[src/rtl/fcsp_pkg.sv]
// ----------------------------------------------------------------------------
// fcsp_pkg
// Shared widths, codes and control/status bundles for the free cell set
// picker.
// ----------------------------------------------------------------------------
package fcsp_pkg;

  // Port field widths
  localparam int CMD_W     = 2;
  localparam int COORD_W   = 6;
  localparam int PIDX_W    = 12;
  localparam int STATUS_W  = 2;
  localparam int COUNT_W   = 13;
  localparam int CFG_W     = 7;
  localparam int CFG_IDX_W = 1;

  // Width for grid dimension compares (covers dimensions up to 511)
  localparam int DIM_W = 9;

  // Smallest grid dimension that still has an interior
  localparam int MIN_DIM = 3;

  // Reset value of both grid dimension registers
  localparam logic [CFG_W-1:0] GRID_RESET = 7'd64;

  typedef enum logic [CMD_W-1:0] {
    CMD_INIT   = 2'd0,
    CMD_ADD    = 2'd1,
    CMD_REMOVE = 2'd2,
    CMD_PICK   = 2'd3
  } cmd_e;

  typedef enum logic [STATUS_W-1:0] {
    ST_OK      = 2'd0,
    ST_PRESENT = 2'd1,
    ST_ABSENT  = 2'd2,
    ST_RANGE   = 2'd3
  } status_e;

  typedef enum logic [CFG_IDX_W-1:0] {
    REG_GRID_HEIGHT = 1'b0,
    REG_GRID_WIDTH  = 1'b1
  } reg_e;

  typedef enum logic [2:0] {
    S_IDLE,
    S_CHECK,
    S_APPLY,
    S_PICK,
    S_INIT,
    S_DONE
  } state_e;

  // Controller -> datapath commands
  typedef struct packed {
    logic accept;     // capture request, launch first memory reads
    logic check;      // read list entry at the looked-up slot
    logic apply;      // commit add or remove
    logic pick;       // commit pick
    logic init_step;  // append one interior cell
    logic load_out;   // move the result into the output register
  } ctrl_t;

  // Datapath -> controller status
  typedef struct packed {
    logic init_empty; // configured grid has no interior
    logic init_last;  // current walk cell is the last interior cell
    logic out_free;   // output register can take a result this cycle
  } stat_t;

endpackage

[src/rtl/fcsp_ctrl.sv]
// ----------------------------------------------------------------------------
// fcsp_ctrl
// Sequencer for the free cell set picker: takes one request at a time and
// steps the datapath through lookup, commit and result hand-off.
// ----------------------------------------------------------------------------
module fcsp_ctrl (
  input  logic                           clk_i,
  input  logic                           rst_ni,
  input  logic                           in_valid_i,
  input  logic [fcsp_pkg::CMD_W-1:0]     cmd_i,
  input  fcsp_pkg::stat_t                stat_i,
  output logic                           in_ready_o,
  output fcsp_pkg::ctrl_t                ctrl_o
);

  fcsp_pkg::state_e state_q, state_d;
  logic             fire;

  assign fire = in_valid_i && (state_q == fcsp_pkg::S_IDLE);

  // State register
  always_ff @(posedge clk_i or negedge rst_ni) begin
    if (!rst_ni) begin
      state_q <= fcsp_pkg::S_IDLE;
    end else begin
      state_q <= state_d;
    end
  end

  // Next state
  always_comb begin
    state_d = state_q;
    unique case (state_q)
      fcsp_pkg::S_IDLE: begin
        if (in_valid_i) begin
          unique case (fcsp_pkg::cmd_e'(cmd_i))
            fcsp_pkg::CMD_INIT: begin
              state_d = stat_i.init_empty ? fcsp_pkg::S_DONE : fcsp_pkg::S_INIT;
            end
            fcsp_pkg::CMD_ADD,
            fcsp_pkg::CMD_REMOVE: state_d = fcsp_pkg::S_CHECK;
            fcsp_pkg::CMD_PICK:   state_d = fcsp_pkg::S_PICK;
            default:              state_d = fcsp_pkg::S_IDLE;
          endcase
        end
      end
      fcsp_pkg::S_CHECK: state_d = fcsp_pkg::S_APPLY;
      fcsp_pkg::S_APPLY: state_d = fcsp_pkg::S_DONE;
      fcsp_pkg::S_PICK:  state_d = fcsp_pkg::S_DONE;
      fcsp_pkg::S_INIT: begin
        if (stat_i.init_last) begin
          state_d = fcsp_pkg::S_DONE;
        end
      end
      fcsp_pkg::S_DONE: begin
        if (stat_i.out_free) begin
          state_d = fcsp_pkg::S_IDLE;
        end
      end
      default: state_d = fcsp_pkg::S_IDLE;
    endcase
  end

  // Outputs
  always_comb begin
    ctrl_o          = '0;
    in_ready_o      = 1'b0;
    unique case (state_q)
      fcsp_pkg::S_IDLE: begin
        in_ready_o    = 1'b1;
        ctrl_o.accept = fire;
      end
      fcsp_pkg::S_CHECK: ctrl_o.check     = 1'b1;
      fcsp_pkg::S_APPLY: ctrl_o.apply     = 1'b1;
      fcsp_pkg::S_PICK:  ctrl_o.pick      = 1'b1;
      fcsp_pkg::S_INIT:  ctrl_o.init_step = 1'b1;
      fcsp_pkg::S_DONE:  ctrl_o.load_out  = stat_i.out_free;
      default: ;
    endcase
  end

endmodule

[config.mk]
export PLATFORM = sky130hd
export DESIGN_NAME = fcsp_ctrl
export DESIGN_NICKNAME = d
export VERILOG_FILES = /design/src/rtl/fcsp_pkg.sv /design/src/rtl/fcsp_ctrl.sv
export SDC_FILE = /design/constraint.sdc
export NUM_CORES = 1
export LEC_CHECK = 0
export CAP_MARGIN = 20
export CORE_AREA = 8 8 45 47
export CTS_CLUSTER_SIZE = 24
export DETAILED_ROUTE_END_ITERATION = 6
export DIE_AREA = 0 0 53 55
export DONT_BUFFER_PORTS = 1
export GPL_TIMING_DRIVEN = 0
export PLACE_DENSITY = 0.3
export SYNTH_ARGS = -nofsm -noshare
export SYNTH_HDL_FRONTEND = slang
export SYNTH_SLANG_ARGS = --single-unit
[constraint.sdc]
create_clock -name clk_i -period 1.4 [get_ports clk_i]
set_input_delay 0.14 -clock clk_i [delete_from_list [all_inputs] [get_ports clk_i]]
set_output_delay 0.14 -clock clk_i [all_outputs]
set_load 0.01 [all_outputs]
Word-level counts from Yosys, hierarchy flattened
Cells that the tools add are included.

Bits in registers: 3. Bits in latches: 0. Memory bits (writable): 0. ROM bits: 0. Bits of input ports: 8. Output and inout port bits: 7. Memories kept: 0.

Add/sub/neg operators: 0. Multipliers: 0. Divide/modulo/power cells: 0. $lt $le $gt $ge: 0. Eq/ne operators: 11. Shift operators: 0. Muxes and demuxes: 13. Bitwise logic cells: 0. Reductions and logical operators: 6.

Operators with widths (count): $pmux W3 S5 (1); $mux W3 (3); $pmux W3 S3 (1); $mux W1 (8); $eq A3 B2 Y1 const B (2); $eq A3 B3 Y1 const B (2); $ne A2 B2 Y1 const B (3); $eq A2 B2 Y1 const B (2); $reduce_or A2 Y1 (2); $eq A3 B1 Y1 const B (1); $logic_not A3 Y1 (1); $reduce_and A3 Y1 (1); $eq A2 B1 Y1 const B (1); $logic_not A2 Y1 (1); $logic_and A1 B1 Y1 (1).

Longest topological paths before layout
Word-level depth: 5. Mapped depth: 4. Depth with buffers taken out: 3.

Worst setup path before layout
OpenSTA, ideal clock, no wires.

Kind: reg-to-output. From: register state_q[0]. To: output port ctrl_o[5] in the netlist's numbering. Arrival time: 0.926 ns. Data required time: 1.260 ns. Setup slack: 0.334 ns. Stages on the path, launching flop included: 4. Buffers on the path: 1. Cells stage by stage: dfrtp_1 > buf_6 > nor3_2 > and2_1.

RTL lines: from (decl) (line fcsp_ctrl.sv:16) `fcsp_pkg::state_e state_q, state_d;`; from (signal assigned) (line fcsp_ctrl.sv:24) `state_q <= fcsp_pkg::S_IDLE;`; from (signal assigned) (line fcsp_ctrl.sv:26) `state_q <= state_d;`; to (decl) (line fcsp_ctrl.sv:13) `output fcsp_pkg::ctrl_t ctrl_o`.

==> run_results.csv <==
group,metric,value,unit
drt,firstDrtPassIters,1,
pwr,power,741,uW
sta,maxSlewHeadroom,0.739,
cts,numCtsBuffers,3,
placement,post-dp-hpwl,509,um
sta,hold_slack,0.100,ns
cts,clock-root-buffer,"clkbuf_4",
setup_path,crit_chain,"nand2b_2, nor2_1",
finish,reg_top3,"state_q (3)",
drt,vias,202,
drt,wl_per_cell,14.4,um
yosys,synthFlopType,"dfrtp_1",
yosys,synthTopCellsByCount,"4 x nor2_1, 3 x dfrtp_1, 2 x and2_1",
yosys,synth-async-reset-ratio,1.00,
yosys,syn_nets,32,
sta,worstMarginPinSlew,0.391,ns
placement,dp.cells,40,
floorplan,core-area,0.00138,mm^2
cts,cts.clk_slew.worst_paths,0.04,ns
placement,post_dp_cell_area,256,um^2
finish,max_flop_register,"state_q",
setup_path,cp_max_fo,8,
yosys,synth_top_family_by_area,"simple AND/OR/NAND/NOR gates",
global_route,grt.busiest_layer,"met4",
setup_path,timing.rr.end,"state_q[2]",
yosys,syn-cell-area,236,um^2
global_route,globalRouteMet3Util,0.0294,
finish,finish.utilization,0.217,
drt,drt-initial-drc-count,0,
pwr,p_leak,0.123,nW
yosys,synth_xor_area_frac,0,
cts,cts_sinks,3,
setup_path,r2r-start,"state_q[1]",
yosys,yosys.area_share.simple,0.429,
drt,postRouteAntennaNets,0,
global_route,grt_antenna_before_repair,0,
cts,htree_levels,1,
global_route,grt.met1_usage,0.0489,
cts,post-cts-setup-buffers,0,
sta,finalWorstPathRequiredPeriod,1.33,ns
drt,avgViaCountPerCell,4.49,
finish,fin_area,300,um^2
global_route,gr-total-overflow,0,
sta,final_max_slew_viol_count,0,
yosys,post-synth-top-area-fraction,0.317,
yosys,yosysSeqAreaShare,0.317,
placement,portBuffers,0,
sta,post-route-period-util,0.949,
floorplan,placementRows,14,
setup_path,worstPathRequired,1.26,ns
setup_path,max_stage_delay,0.47,ns
min_path,hold_depth,2,
finish,syn_to_final_growth,27.0,%
yosys,synth_mux_area_frac,0,
yosys,ys_seq_elements,3,
global_route,grt_pass1_vias,217,
placement,routabilityCongestion,0.583,
finish,diodes,0,
pwr,powerDensity,2470,mW/mm^2
global_route,grt_pass1_wl,903,um
global_route,grt_util_met2,0.0508,
yosys,synth_area_leaders,"dfrtp_1 32%, nor4b_4 10%, nor2_1 6.3%, and2_1 5.3%, o211ai_2 5.3%",
sta,rsz0062_at_grt,"false",
yosys,synth_edf_count,0,
yosys,netlist_instances,24,
floorplan,die_area,0.00292,mm^2
yosys,synth_largest_area_cell,"dfrtp_1",
finish,drive_above_1_share,0.345,
sta,fmax,0.753,GHz
global_route,grt_start_max_net_pins,10,
floorplan,die_y,55,um
sta,timing_hold_violations_final,0,
cts,clock_latency,0.23,ns
yosys,synth-compound-area-share,0.190,
finish,fin_cells,45,
min_path,hold_path.class,"in -> reg",
drt,routed_wl,647,um
yosys,yosys.area_share.adder,0,
cts,cts_buffer_depth,2,
setup_path,path_class,"reg -> out",
sta,skew,0.000979,ns
yosys,yosys_warnings,0,
sta,finalSetupTns,0,ns
placement,dp_slack,0.240,ns
yosys,netlist-cell-type-count,18,
sta,fin_ws,0.0714,ns
finish,fin_nets,38,
pwr,ir_drop,0.593,mV
flow_run,timing.max_cap.violations,0,
finish,largest_register_ffs,3,
cts,cts_tree,"done",
setup_path,startpoint_type,"flop",
setup_path,ff2ff_setup_slack,0.41,ns
min_path,hold_end,"state_q[0]",
sta,setup_viol,0,
min_path,min_from,"stat_i[2]",
floorplan,die_x,53,um
setup_path,crit_arrival,1.19,ns
setup_path,endpoint_kind,"output pin",
floorplan,start_util,0.171,
setup_path,cpMaxStageDelayCell,"dfrtp_1",
status,outcome,"complete, no violations",
floorplan,pin_count,15,
drt,drc_errors,0,
global_route,grt_usage,0.0460,
yosys,synth_most_common_cell,"nor2_1",
yosys,post_synth.cell_area_avg,9.85,um^2
setup_path,r2r_cells,2,
-- logic make-up after synthesis --
kind of cell,after synthesis
flip-flops,3
buffers and inverters,2
AND/OR/NAND/NOR,14
AO/OA/AOI/OAI,5
-- power breakdown --
part	switching, mW	internal, mW
clock network	0.0425	0.107
registers	0.0858	0.135
logic	0.203	0.168
-- per-layer routing --
metal  part of all wire  routed length (um)
met1               0.40                 262
met2               0.39                 251
met3               0.17                 113
met4              0.029                  19
met5                  0                   0
-- cells in the final DEF (no fill, tap or decap), drive strengths merged, types with 2 or more instances in the layout --
master / n
nand2b: 2
dfrtp: 3
and2: 2
nor3: 2
nor2: 4
clkbuf: 4
-- worst max-delay path: cells and delay by family (launching register included) --
family / cells / cell delay [ns]
and+or+nand+nor: 2 / 0.49
DFF: 1 / 0.47
-- final cells by class --
cell class	count	area (um^2)
Buffer	1	11.3
Sequential cell	3	76.3
Clock buffer	4	26.3
Timing Repair Buffer	1	10.0
Tap cell	16	20.0
Fill cell	160	1080
Multi-Input combinational cell	19	153
Inverter	1	3.75
-- repair_timing --
| item | 4_1_cts | 5_1_grt |
|---|---|---|
| hold buffers | 1 | 0 |
| setup endpoints to repair | 1 | 1 |
| hold endpoints to repair | 3 | 0 |
| cloned | 0 | 0 |
| resized for setup | 1 | 1 |
-- how the worst max path moves through the flow --
stage	startpoint	depth (start not counted)	endpoint	slack, ns
after floorplan	state_q[0]	3	ctrl_o[5]	0.33
after global placement	state_q[2]	2	ctrl_o[5]	0.23
after detailed placement	state_q[2]	2	ctrl_o[5]	0.24
after CTS	state_q[2]	2	ctrl_o[5]	0.02
after global routing	state_q[1]	2	ctrl_o[0]	0.008
final	state_q[1]	2	ctrl_o[0]	0.07
No activity file was read; power rests on OpenSTA's default activity.
